==> config.mk <==
export PLATFORM = sky130hd
export DESIGN_NAME = daq_module_word_unpacker
export DESIGN_NICKNAME = d
export VERILOG_FILES = /design/src/dmwu_pkg.sv /design/src/dmwu_decode.sv /design/src/daq_module_word_unpacker.sv
export SDC_FILE = /design/constraint.sdc
export NUM_CORES = 1
export LEC_CHECK = 0
export ABC_CLOCK_PERIOD_IN_PS = 5300
export BUFFER_PORTS_ARGS = -buffer_cell sky130_fd_sc_hd__buf_2
export CORE_UTILIZATION = 50
export CTS_BUF_LIST = sky130_fd_sc_hd__clkbuf_4 sky130_fd_sc_hd__clkbuf_8 sky130_fd_sc_hd__clkbuf_16
export CTS_CLUSTER_DIAMETER = 30
export DETAILED_ROUTE_END_ITERATION = 6
export PLACE_DENSITY = 0.77
export SLEW_MARGIN = 10
export SYNTH_ARGS = -nofsm -noshare
export SYNTH_HDL_FRONTEND = slang
export SYNTH_SLANG_ARGS = --single-unit
==> constraint.sdc <==
create_clock -name clk -period 5.3 [get_ports clk]
set_input_delay 0.53 -clock clk [delete_from_list [all_inputs] [get_ports clk]]
set_output_delay 0.53 -clock clk [all_outputs]
set_load 0.01 [all_outputs]
==> src/dmwu_pkg.sv <==
// Package for the module-section word unpacker.
// Request payload types, result kind codes and decoder state types.
// No dependencies.
`timescale 1ns / 1ps

package dmwu_pkg;

  localparam int WordW  = 32;
  localparam int CountW = 12;
  localparam int SlotW  = 2;

  localparam logic [WordW-1:0] ALL_ONES = '1;

  // result kinds
  localparam logic [2:0] KIND_HEADER = 3'd0;
  localparam logic [2:0] KIND_VALUE  = 3'd1;
  localparam logic [2:0] KIND_STAMP  = 3'd2;
  localparam logic [2:0] KIND_DONE   = 3'd3;
  localparam logic [2:0] KIND_ABORT  = 3'd4;

  // module slots
  localparam logic [SlotW-1:0] SLOT_ADC = 2'd0;
  localparam logic [SlotW-1:0] SLOT_TDC = 2'd1;
  localparam logic [SlotW-1:0] SLOT_MCP = 2'd2;
  localparam logic [SlotW-1:0] SLOT_TOF = 2'd3;

  typedef enum logic [4:0] {
    PH_IDLE = 5'b00001,
    PH_SLOT = 5'b00010,
    PH_DATA = 5'b00100,
    PH_END  = 5'b01000,
    PH_SEP  = 5'b10000
  } phase_t;

  typedef struct packed {
    phase_t             phase;
    logic [SlotW-1:0]   slot_idx;
    logic [CountW-1:0]  words_left;
  } walk_state_t;

  typedef struct packed {
    logic [WordW-1:0] word;
    logic             start_req;
  } in_item_t;

  typedef struct packed {
    logic [2:0]        kind;
    logic [SlotW-1:0]  slot;
    logic [7:0]        module_id;
    logic [3:0]        resolution;
    logic [CountW-1:0] data_count;
    logic [4:0]        channel;
    logic [15:0]       sample;
    logic [29:0]       stamp;
  } out_item_t;

endpackage

==> src/dmwu_decode.sv <==
// Word decoder: field extraction and slot walk for one readout word.
// Purely combinational; uses dmwu_pkg.
`timescale 1ns / 1ps

module dmwu_decode (
  input  dmwu_pkg::in_item_t    item,
  input  dmwu_pkg::walk_state_t st,
  output dmwu_pkg::walk_state_t st_nxt,
  output logic                  emit,
  output dmwu_pkg::out_item_t   res
);
  import dmwu_pkg::*;

  logic              all_ones;
  logic [SlotW-1:0]  hdr_slot;
  logic [7:0]        hdr_mid;
  logic [3:0]        hdr_res;
  logic [CountW-1:0] hdr_cnt;
  logic [CountW-1:0] hdr_n;
  logic [4:0]        dat_ch;
  logic [15:0]       dat_smp;
  logic              dat_keep;
  logic [CountW-1:0] wl_dec;
  logic [29:0]       end_stamp;

  assign all_ones = (item.word == ALL_ONES);
  // a start request always restarts at the first slot
  assign hdr_slot = item.start_req ? SLOT_ADC : st.slot_idx;
  assign hdr_n    = item.word[11:0];
  assign wl_dec   = st.words_left - CountW'(1);

  always_comb begin
    hdr_mid = item.word[23:16];
    hdr_res = '0;
    hdr_cnt = (hdr_n == '0) ? '0 : hdr_n - CountW'(1);
    unique case (hdr_slot)
      SLOT_ADC: hdr_res = {1'b0, item.word[14:12]};
      SLOT_TDC: hdr_res = item.word[15:12];
      SLOT_MCP: hdr_res = '0;
      SLOT_TOF: begin
        hdr_mid = {5'b0, item.word[26:24]};
        hdr_cnt = {6'b0, item.word[13:8]};
      end
      default: hdr_res = '0;
    endcase
  end

  always_comb begin
    dat_keep = 1'b1;
    dat_ch   = item.word[20:16];
    dat_smp  = {4'b0, item.word[11:0]};
    unique case (st.slot_idx)
      SLOT_ADC: dat_smp = {3'b0, item.word[12:0]};
      SLOT_TDC: begin
        dat_smp  = item.word[15:0];
        dat_keep = ~item.word[21];  // channels 32..63 dropped
      end
      SLOT_MCP: dat_ch = item.word[20:16];
      SLOT_TOF: dat_ch = {1'b0, item.word[20:17]};
      default:  dat_ch = item.word[20:16];
    endcase
  end

  assign end_stamp = (st.slot_idx == SLOT_TOF) ? {6'b0, item.word[23:0]} : item.word[29:0];

  always_comb begin
    st_nxt = st;
    emit   = 1'b0;
    res    = '0;
    if (item.start_req || st.phase == PH_SLOT) begin
      st_nxt.slot_idx = hdr_slot;
      if (item.start_req) begin
        st_nxt.words_left = '0;
      end
      if (all_ones) begin
        st_nxt.phase = PH_SEP;
      end else begin
        st_nxt.words_left = hdr_cnt;
        st_nxt.phase      = (hdr_cnt == '0) ? PH_END : PH_DATA;
        emit              = 1'b1;
        res.kind          = KIND_HEADER;
        res.slot          = hdr_slot;
        res.module_id     = hdr_mid;
        res.resolution    = hdr_res;
        res.data_count    = hdr_cnt;
      end
    end else begin
      unique case (st.phase)
        PH_DATA: begin
          st_nxt.words_left = wl_dec;
          if (wl_dec == '0) begin
            st_nxt.phase = PH_END;
          end
          emit        = dat_keep;
          res.kind    = KIND_VALUE;
          res.slot    = st.slot_idx;
          res.channel = dat_ch;
          res.sample  = dat_smp;
        end
        PH_END: begin
          st_nxt.phase = PH_SEP;
          emit         = 1'b1;
          res.kind     = KIND_STAMP;
          res.slot     = st.slot_idx;
          res.stamp    = end_stamp;
        end
        PH_SEP: begin
          if (!all_ones) begin
            st_nxt.phase = PH_IDLE;
            emit         = 1'b1;
            res.kind     = KIND_ABORT;
            res.slot     = st.slot_idx;
          end else if (st.slot_idx == SLOT_TOF) begin
            st_nxt.phase = PH_IDLE;
            emit         = 1'b1;
            res.kind     = KIND_DONE;
            res.slot     = SLOT_TOF;
          end else begin
            st_nxt.slot_idx = st.slot_idx + SlotW'(1);
            st_nxt.phase    = PH_SLOT;
          end
        end
        default: st_nxt.phase = PH_IDLE;
      endcase
    end
  end

endmodule

==> src/daq_module_word_unpacker.sv <==
// Top level of the module-section word unpacker.
// Input register, dmwu_decode, walk state and result register; uses dmwu_pkg.
`timescale 1ns / 1ps

// Accepts one readout word per cycle and gives at most one result per word.
// A taken request passes through the input register and then the result
// register before out_valid rises. The walk state (slot, phase, words left)
// updates as each word leaves the input register, so a word may follow in
// every cycle; throughput drops only while the result side holds off ready.
// Words seen before a start request, and after an abort until the next start,
// give no result.
module daq_module_word_unpacker (
  input  logic                clk,
  input  logic                rst_n,
  input  logic                in_valid,
  output logic                in_ready,
  input  dmwu_pkg::in_item_t  in_data,
  output logic                out_valid,
  input  logic                out_ready,
  output dmwu_pkg::out_item_t out_data
);
  import dmwu_pkg::*;

  logic        in_vld_r;
  in_item_t    in_r;
  walk_state_t st_r;
  walk_state_t st_nxt;
  logic        out_vld_r;
  out_item_t   out_r;
  logic        emit;
  out_item_t   res;
  logic        adv;

  dmwu_decode u_decode (
    .item   (in_r),
    .st     (st_r),
    .st_nxt (st_nxt),
    .emit   (emit),
    .res    (res)
  );

  assign adv      = in_vld_r && (!out_vld_r || out_ready);
  assign in_ready = !in_vld_r || adv;

  always_ff @(posedge clk) begin
    if (!rst_n) begin
      in_vld_r         <= 1'b0;
      out_vld_r        <= 1'b0;
      st_r.phase       <= PH_IDLE;
      st_r.slot_idx    <= '0;
      st_r.words_left  <= '0;
    end else begin
      if (in_valid && in_ready) begin
        in_vld_r <= 1'b1;
      end else if (adv) begin
        in_vld_r <= 1'b0;
      end
      if (adv) begin
        st_r      <= st_nxt;
        out_vld_r <= emit;
      end else if (out_ready) begin
        out_vld_r <= 1'b0;
      end
    end
  end

  always_ff @(posedge clk) begin
    if (in_valid && in_ready) begin
      in_r <= in_data;
    end
    if (adv && emit) begin
      out_r <= res;
    end
  end

  assign out_valid = out_vld_r;
  assign out_data  = out_r;

endmodule

==> results.txt, run 1 <==
status = finished, violations left
failing checks = design-rule violations
Worst R2R Path Depth = 7
Synth Register Bits = 134
unique cell type count in the Yosys netlist = 68
critical path class = reg2reg
CTS tree = yes
hold path depth = 1
share of layout cells above drive strength 1 = 27.5%
via count = 4,311
ANT nets after route = 0
Hold Vio Cnt, Final = 0
final wirelength = 13,900 um
reg2reg end = st_r[0]$_SDFFE_PN0P_
n_diodes = 0
ys async rst share = 0%
Post-CTS Hold Fix Bufs = 0
Leakage Power = 2.79 nW
routed len/inst = 18.4 um
fin nets = 645
PD cells = 346 nW/um2
vias in the first global route = 4,183
hold_ws = 283 ps
Core Rows = 39
area share of the largest cell type after synthesis = 56.2%
grt total ovfl = 0
worst path required time = 5570 ps
slew margin rel. = 22.8%
Core Util, Final = 62.3%
final instance area = 7240 um2
YS warnings = 0
peak supply drop = 0.000187 V
dpl hpwl = 9670 um
syn nets = 530
initial DRC count = 364
commonest cells after routing, fill and taps aside = 118 x buf_2, 113 x edfxtp_1, 41 x nor2_1, 41 x and2_1
P&R area growth vs syn = 19.9%
biggest area consumer among synthesized cells = edfxtp_1
Worst Path Max Fanout = 14
clk buf depth = 2
GPL Wtd Cong = 0.929
Buffers on Ports = 118
clk root buf = clkbuf_16
number of fill cells = 909
total power = 2.51 mW
Placed Area = 6680 um2
post-layout instance count excluding filler cells = 754
reg2reg start = in_r[1]$_DFFE_PP_
clock latency on the worst-skew pair = 420 ps
Die Ht = 112 um
dominant cells by area after synthesis = edfxtp_1 56%, dfxtp_1 7.0%, and2_1 4.4%, nor2_1 2.5%, a21oi_1 2.1%
Seq/Total Area, Yosys = 63.2%
Avg Cell Area, Syn = 12.4 um2
Core Area = 11,600 um2
CP endpoint kind = flip-flop
RSZ-0062 raised after global routing = false
H-tree depth = 4
via/cell ratio = 5.72
all-layer global routing usage = 23.2%
largest net degree at the start of global routing = 45
CP arrival = 3150 ps
Hold/Removal Path Class = in2reg
commonest non-fill, non-tap cell in the layout = buf_2
initial core utilization = 52.0%
DRT Pass-1 Iters = 7
EDFF count, synth = 113
Final Worst Setup Slack = 2420 ps
IO Count = 119
DRC viols = 13
FMAX = 347 MHz
Clock Pin Slew Worst Setup and Hold Paths = 60 ps
Max Slew Vio Count = 0
area of the die = 12,500 um2
r2r setup slk = 2420 ps
postcts setup bufs = 0
Die Width = 112 um
first-pass GRT wire length = 21,600 um
Placed Cells = 724
Final Cycle Share = 54.4%
Hold EP = in_r[28]$_DFFE_PP_
Slew @ Worst Pin = 1150 ps
post-CTS resize count = 0
Post-Synthesis Cell Area = 6040 um2
min Tclk post-route = 2880 ps
final setup vio count = 0
min-delay src = in_data[28]
Post-Place Worst Slack = 2450 ps
Gate Count Post-Synth = 485
Fin Clk Skew = 10.6 ps
Max Cap Viol = 0
crit path launch type = flip-flop
top_reg_cell synth = edfxtp_1
CTS Buf Count = 17
initial antenna violation count = 0
Fin Setup TNS = 0 ps
Clock Sinks = 134
==> metal layers <==
metal  GRT usage (%)  wire length [um]
met5               0                 0
met4            11.9               403
met3            5.66               865
met2            37.9              6770
met1            28.8              5850
==> final cells by class <==
cell class                      instances  area, um2  area share, %
Timing Repair Buffer                  121        613           8.47
Inverter                                8       30.0          0.415
Clock inverter                         13        133           1.83
Clock buffer                           17        425           5.88
Sequential cell                       134       3810           52.7
Tap cell                              143        179           2.47
Multi-Input combinational cell        318       2040           28.2
==> critical path, stage by stage (launching register included) <==
cell	delay, ps
edfxtp_1	440
ha_1	190
nand4_1	110
or4_1	580
o21ai_1	910
nor2_1	170
a211oi_1	240
a211oi_1	80
==> where the power goes <==
group          switching, mW  internal, mW  leakage, nW  total [mW]
combinational          0.110        0.0674         1.25       0.177
sequential            0.0343          1.18         1.27        1.22
clock                  0.429         0.683        0.269        1.11
total                  0.574          1.93         2.79        2.51
==> synthesized netlist by cell type, types with 7 or more instances <==
library cell,number
nor3_1,25
nor2_1,41
nand4_1,9
inv_1,8
a21oi_1,25
dfxtp_1,21
nor4_1,7
mux2i_1,7
ha_1,8
and3_1,13
nand2_1,25
clkbuf_1,14
edfxtp_1,113
o21ai_0,18
and2_1,42
==> sequential cells by signal, indices dropped and copies added, names as in the netlist <==
signal     flops
in_r          33
out_data      80
st_r          19
in_vld_r       1
out_valid      1
==> how the worst max path moves through the flow <==
stage | end | start
2_1_floorplan | out_data[0]$_SDFFCE_PP0P_ | in_r[0]$_DFFE_PP_
3_3_place_gp | out_data[20]$_SDFFCE_PP0P_ | in_r[0]$_DFFE_PP_
3_5_place_dp | st_r[0]$_SDFFE_PN0P_ | in_r[1]$_DFFE_PP_
4_1_cts | st_r[0]$_SDFFE_PN0P_ | in_r[1]$_DFFE_PP_
5_1_grt | st_r[6]$_SDFFE_PN0P_ | in_r[1]$_DFFE_PP_
6_report | st_r[0]$_SDFFE_PN0P_ | in_r[1]$_DFFE_PP_
==> cells by family (layout without fill, tap and decap cells) <==
logic type	Yosys count	after routing	synth area share (%)
xor gates and xnor gates	10	10	1.45
DFF	134	134	63.2
buffers and inverters	33	159	3.17
and+or+nand+nor	205	205	19.3
AOI/OAI and AO/OA	88	88	10.1
muxes	7	7	1.16
adders and majority gates	8	8	1.66
No activity file was read; power rests on OpenSTA's default activity.
==> inputs of run 2 (changes only) <==
ABC_AREA = 1   (was default)
ABC_CLOCK_PERIOD_IN_PS = 2900   (was 5300)
CORE_UTILIZATION = 55   (was 50)
PLACE_DENSITY = 0.81   (was 0.77)
clock period = 2.9 ns   (was 5.3 ns; I/O delays follow)
==> run 2 against run 1 <==
The flow now finishes without violations. Clock skew rose by 1.6 ps. Synthesized cell count grew 27%. Register-to-register slack got worse by 2000 ps. Highest routed layer unchanged.
==> results.txt, run 2 <==
reg2reg start = in_r[2]$_DFFE_PP_
dpl hpwl = 9990 um
all-layer global routing usage = 29.0%
crit path from = in_r[2]$_DFFE_PP_
peak supply drop = 0.000321 V
status = completed
clock latency on the worst-skew pair = 540 ps
initial DRC count = 399
final setup vio count = 0
crit path launch type = flip-flop
slew margin rel. = 39.0%
clk root buf = clkbuf_8
Post-Synthesis Cell Area = 6010 um2
commonest cells after routing, fill and taps aside = 128 x nand2_1, 118 x buf_2, 113 x edfxtp_1
Max Slew Vio Count = 0
min-delay src = in_valid
Core Area = 10,500 um2
CTS Buf Count = 17
P&R area growth vs syn = 27.3%
Leakage Power = 3.56 nW
Core Rows = 37
Hold/Removal Path Class = in2reg
dominant cells by area after synthesis = edfxtp_1 56%, nand2_1 8.0%, dfxtp_1 7.0%, nor2_1 6.9%, inv_1 5.2%
Clock Sinks = 134
Die Width = 107 um
post-CTS resize count = 0
n_diodes = 0
number of fill cells = 728
CP arrival = 2680 ps
ys async rst share = 0%
EDFF count, synth = 113
initial antenna violation count = 0
CP endpoint kind = flip-flop
Final Cycle Share = 83.9%
Fin Setup TNS = 0 ps
Avg Cell Area, Syn = 9.73 um2
Gate Count Post-Synth = 618
IO Count = 119
largest net degree at the start of global routing = 44
Max Cap Viol = 0
ANT nets after route = 0
YS warnings = 0
PD cells = 612 nW/um2
DRT Pass-1 Iters = 5
top_reg_cell synth = edfxtp_1
grt total ovfl = 0
vias in the first global route = 4,994
GPL Wtd Cong = 0.950
Slew @ Worst Pin = 913 ps
area share of the largest cell type after synthesis = 56.5%
most common cell in the netlist = nand2_1
final wirelength = 15,400 um
first-pass GRT wire length = 24,300 um
top cells by count, synth = 128 x nand2_1, 113 x edfxtp_1, 111 x nor2_1
Synth Register Bits = 134
biggest area consumer among synthesized cells = edfxtp_1
Clock Pin Slew Worst Setup and Hold Paths = 60 ps
CTS tree = yes
syn nets = 663
critical path class = reg2reg
RSZ-0062 raised after global routing = false
worst path required time = 3150 ps
initial core utilization = 57.5%
Seq/Total Area, Yosys = 63.4%
via count = 5,082
Core Util, Final = 73.1%
DRC viols = 0
clk buf depth = 2
via/cell ratio = 5.46
area of the die = 11,400 um2
max FFs per register = 80
fin nets = 826
Buffers on Ports = 118
Die Ht = 107 um
Worst Path Max Fanout = 37
Hold Vio Cnt, Final = 0
share of layout cells above drive strength 1 = 22.4%
H-tree depth = 4
min Tclk post-route = 2430 ps
commonest non-fill, non-tap cell in the layout = nand2_1
unique cell type count in the Yosys netlist = 32
Fin Clk Skew = 12.1 ps
routed len/inst = 16.6 um
postcts setup bufs = 0
FMAX = 411 MHz
==> run 2: changes by cell type after synthesis, sizes merged, moves of 11 or more <==
cell | previous run | this run
inv | 8 | 87
nor3 | 26 | 15
and2 | 44 | 0
nor2 | 41 | 120
nand2 | 25 | 135
nand3 | 4 | 31
and3 | 13 | 0
==> run 2: layout make-up <==
| cell class | count | area, um2 | area share (%) |
|---|---|---|---|
| Tap cell | 136 | 170 | 2.22 |
| Timing Repair Buffer | 157 | 978 | 12.8 |
| Clock inverter | 14 | 134 | 1.75 |
| Sequential cell | 134 | 3810 | 49.9 |
| Inverter | 87 | 330 | 4.32 |
| Clock buffer | 18 | 422 | 5.51 |
| Multi-Input combinational cell | 384 | 1800 | 23.6 |
==> run 2: path summary, 6_finish.rpt <==
check / slack (ps) / end / cells past startpoint
worst max-delay path: 470 / out_data[16]$_SDFFCE_PP0P_ / 9
worst min register to register: 510 / st_r[14]$_SDFFE_PN1P_ / 2
worst max register to register: 470 / out_data[16]$_SDFFCE_PP0P_ / 9
worst min-delay path: 30 / in_vld_r$_SDFFE_PN0P_ / 3
==> run 2: metrics by stage <==
step                power, mW  std cells  setup slack (ps)  hold slack (ps)  instance area [um2]
floorplan                2.49        618              51.3              389                 6010
global placement         2.61        865               730              469                 6760
detailed placement       2.62        865               578              468                 6760
CTS                      4.66        930               561             24.1                 7650
global route             4.81        930               354             34.3                 7650
finish                   4.68        930               468             28.5                 7650
==> run 2: critical path, cell delays in order, from the launching register on <==
cell        delay (ps)
edfxtp_1           400
ha_1               170
nand4_1            110
nor3_2             250
nand2_2            170
o21ai_0            330
nand4_1            140
nand2_1            160
clkinvlp_4         130
buf_4              280
==> run 2: per-layer routing <==
layer  up-vias  routed length, um  track usage (%)  share of wire, %
met4         0                658             15.9               4.3
met5         -                  0                0                 0
li1       2352                  -                -                 -
met3        69               1170             8.58               7.6
met1      2350               5540             31.6                36
met2       311               8020             50.8                52
==> run 2: cell families (layout without fill, tap and decap cells) <==
kind of cell               count (synthesis)  count (layout)  share of synthesized area (%)
adders and majority gates                  8               8                           1.67
AOI/OAI and AO/OA                         61              61                           5.45
DFF                                      134             134                           63.4
buffers and inverters                    100             276                           6.58
and+or+nand+nor                          310             310                           22.1
xor gates and xnor gates                   5               5                          0.729
==> run 2: what timing repair did <==
action | CTS | global route
hold endpoints to repair | 33 | 0
endpoints found under the setup margin | 0 | 0
hold buffers | 33 | 0
==> run 2: power breakdown <==
| part | switching [mW] | internal, mW |
|---|---|---|
| sequential | 0.0450 | 2.16 |
| combinational | 0.270 | 0.155 |
| clock | 0.825 | 1.22 |
| total | 1.14 | 3.54 |
==> inputs of run 3 (changes only) <==
ABC_CLOCK_PERIOD_IN_PS = 2100   (was 2900)
CORE_UTILIZATION = 50   (was 55)
PLACE_DENSITY = 0.77   (was 0.81)
clock period = 2.1 ns   (was 2.9 ns; I/O delays follow)
==> run 3 against run 2 <==
The run now ends with design-rule violations left. Largest power group unchanged. Wire length is 5.5% lower. Non-clock buffer count is 13 higher. Via count is 2.5% lower. Fmax is 20% higher. Core utilization is 5.5 points lower. Die area is 9.8% higher. Clock-buffer cell count is the same.
==> results.txt, run 3 (same netlist as run 2, synthesis figures left out) <==
status = finished, violations left
failing checks = design-rule violations
critical path's top delay family = simple AND/OR/NAND/NOR gates
n_diodes = 0
Die Ht = 112 um
Buffers on Ports = 118
area of the multi-input gates = 1830 um2
critical path class = reg2reg
min Tclk post-route = 2020 ps
GPL Wtd Cong = 0.888
ANT nets after route = 0
IO Count = 119
peak supply drop = 0.000578 V
Core Util, Final = 67.6%
Die Width = 112 um
worst path required time = 2240 ps
Final Cycle Share = 96.1%
total power = 6.59 mW
PD cells = 843 nW/um2
FMAX = 495 MHz
commonest cells after routing, fill and taps aside = 126 x nand2_1, 118 x buf_2, 113 x edfxtp_1
slowest CP cell = edfxtp_1
vias in the first global route = 4,935
initial core utilization = 52.0%
Core Area = 11,600 um2
CTS tree = yes
all-layer global routing usage = 24.3%
critical path, cell by cell = inv_1, nor2_1, nand2_1, nor3_2, nand2_2, o21ai_2, nand4_1, nand2_2, clkinvlp_4, buf_12
CTS Buf Count = 17
Slew @ Worst Pin = 848 ps
dpl hpwl = 10,100 um
crit path buf inv count = 3
routed len/inst = 15.3 um
first-pass GRT wire length = 23,400 um
reg2reg end = out_data[52]$_SDFFCE_PP0P_
Clock Sinks = 134
DRT Pass-1 Iters = 7
share of layout cells above drive strength 1 = 25.0%
largest net degree at the start of global routing = 46
area of the die = 12,500 um2
Worst R2R Path Depth = 10
P&R area growth vs syn = 30.0%
Worst Path Max Fanout = 45
final wirelength = 14,500 um
Critical Path Most Common Cell = nand2_2
clk root buf = clkbuf_16
Fin Clk Skew = 12.0 ps
clock latency on the worst-skew pair = 420 ps
min-delay src = in_valid
clk buf depth = 2
hold path depth = 3
reg2reg start = in_r[16]$_DFFE_PP_
slew margin rel. = 43.4%
commonest non-fill, non-tap cell in the layout = nand2_1
number of fill cells = 862
crit path launch type = flip-flop
max FFs per register = 80
initial DRC count = 466
H-tree depth = 4
FF/Latch Area = 3810 um2
CP endpoint kind = flip-flop
RSZ-0062 raised after global routing = true
Hold/Removal Path Class = in2reg
via count = 4,955
CP arrival = 2160 ps
Hold Vio Cnt, Final = 0
DRC viols = 9
Max Cap Viol = 0
Clock Pin Slew Worst Setup and Hold Paths = 60 ps
grt total ovfl = 0
CP max stage delay = 370 ps
via/cell ratio = 5.22
fin nets = 839
Core Rows = 39
final setup vio count = 0
Max Slew Vio Count = 0
initial antenna violation count = 0
Hold EP = in_vld_r$_SDFFE_PN0P_
Leakage Power = 3.63 nW
r2r setup slk = 80 ps
==> run 3: cell types whose count changed in the layout (fill, tap and decap cells not counted), moves of 2 or more <==
cell	delta
inv_6	+3
nand2_1	-2
clkinv_1	-3
inv_1	-3
nand2_2	+2
inv_2	+3
buf_4	+12
o21ai_0	-2
==> run 3: report_power, final <==
part | internal (mW) | switching (mW)
Combinational | 0.232 | 0.381
Sequential | 2.99 | 0.0557
Clock | 1.77 | 1.16
Total | 4.99 | 1.60
==> run 3: worst max path at each step <==
stage,slack (ps),endpoint,startpoint,depth (start not counted)
after floorplan,-660,out_data[0]$_SDFFCE_PP0P_,in_r[2]$_DFFE_PP_,8
after global placement,140,out_data[22]$_SDFFCE_PP0P_,in_r[16]$_DFFE_PP_,10
after detailed placement,60,out_data[20]$_SDFFCE_PP0P_,in_r[2]$_DFFE_PP_,9
after CTS,40,out_data[76]$_DFFE_PP_,in_r[2]$_DFFE_PP_,9
after global routing,-20,st_r[16]$_SDFFE_PN0P_,in_r[6]$_DFFE_PP_,13
final,80,out_data[52]$_SDFFCE_PP0P_,in_r[16]$_DFFE_PP_,10
==> run 3: cell type report <==
cell class	instances	area share, %
flip-flops and latches	134	48.8
multi-input cells	384	23.4
repair buffers	170	13.8
clock buffers	18	5.54
inverters	87	4.23
well taps	143	2.29
clock inverters	14	1.92
==> run 3: timing repair <==
action / in CTS / in global routing
setup endpoints to repair: 0 / 58
resized for setup: 0 / 9
hold buffers: 33 / 0
endpoints found under the hold margin: 33 / 0
setup buffers: 0 / 1
==> run 3: per-layer routing <==
layer | wire length [um] | GRT usage [%]
met2 | 7460 | 41.8
met1 | 5660 | 28.6
met5 | 0 | 0
met3 | 918 | 4.63
met4 | 500 | 13.5
==> run 3: stage by stage <==
| step | worst slack, ps | instances | instance area, um2 | setup TNS [ps] | hold WS, ps |
|---|---|---|---|---|---|
| after floorplan | -656 | 618 | 6020 | -52490 | 309 |
| after global placement | 137 | 884 | 6870 | 0 | 388 |
| after detailed placement | 62.0 | 884 | 6870 | 0 | 388 |
| after CTS | 39.3 | 949 | 7780 | 0 | 67.9 |
| after global routing | -24.3 | 950 | 7820 | -69.1 | 88.5 |
| final | 81.5 | 950 | 7820 | 0 | 66.2 |
==> run 3: tightest hold or removal path, delay by kind of cell <==
kind	cells	cell delay, ps
buf+inv	1	90
compound gates	1	60
simple gates	1	70
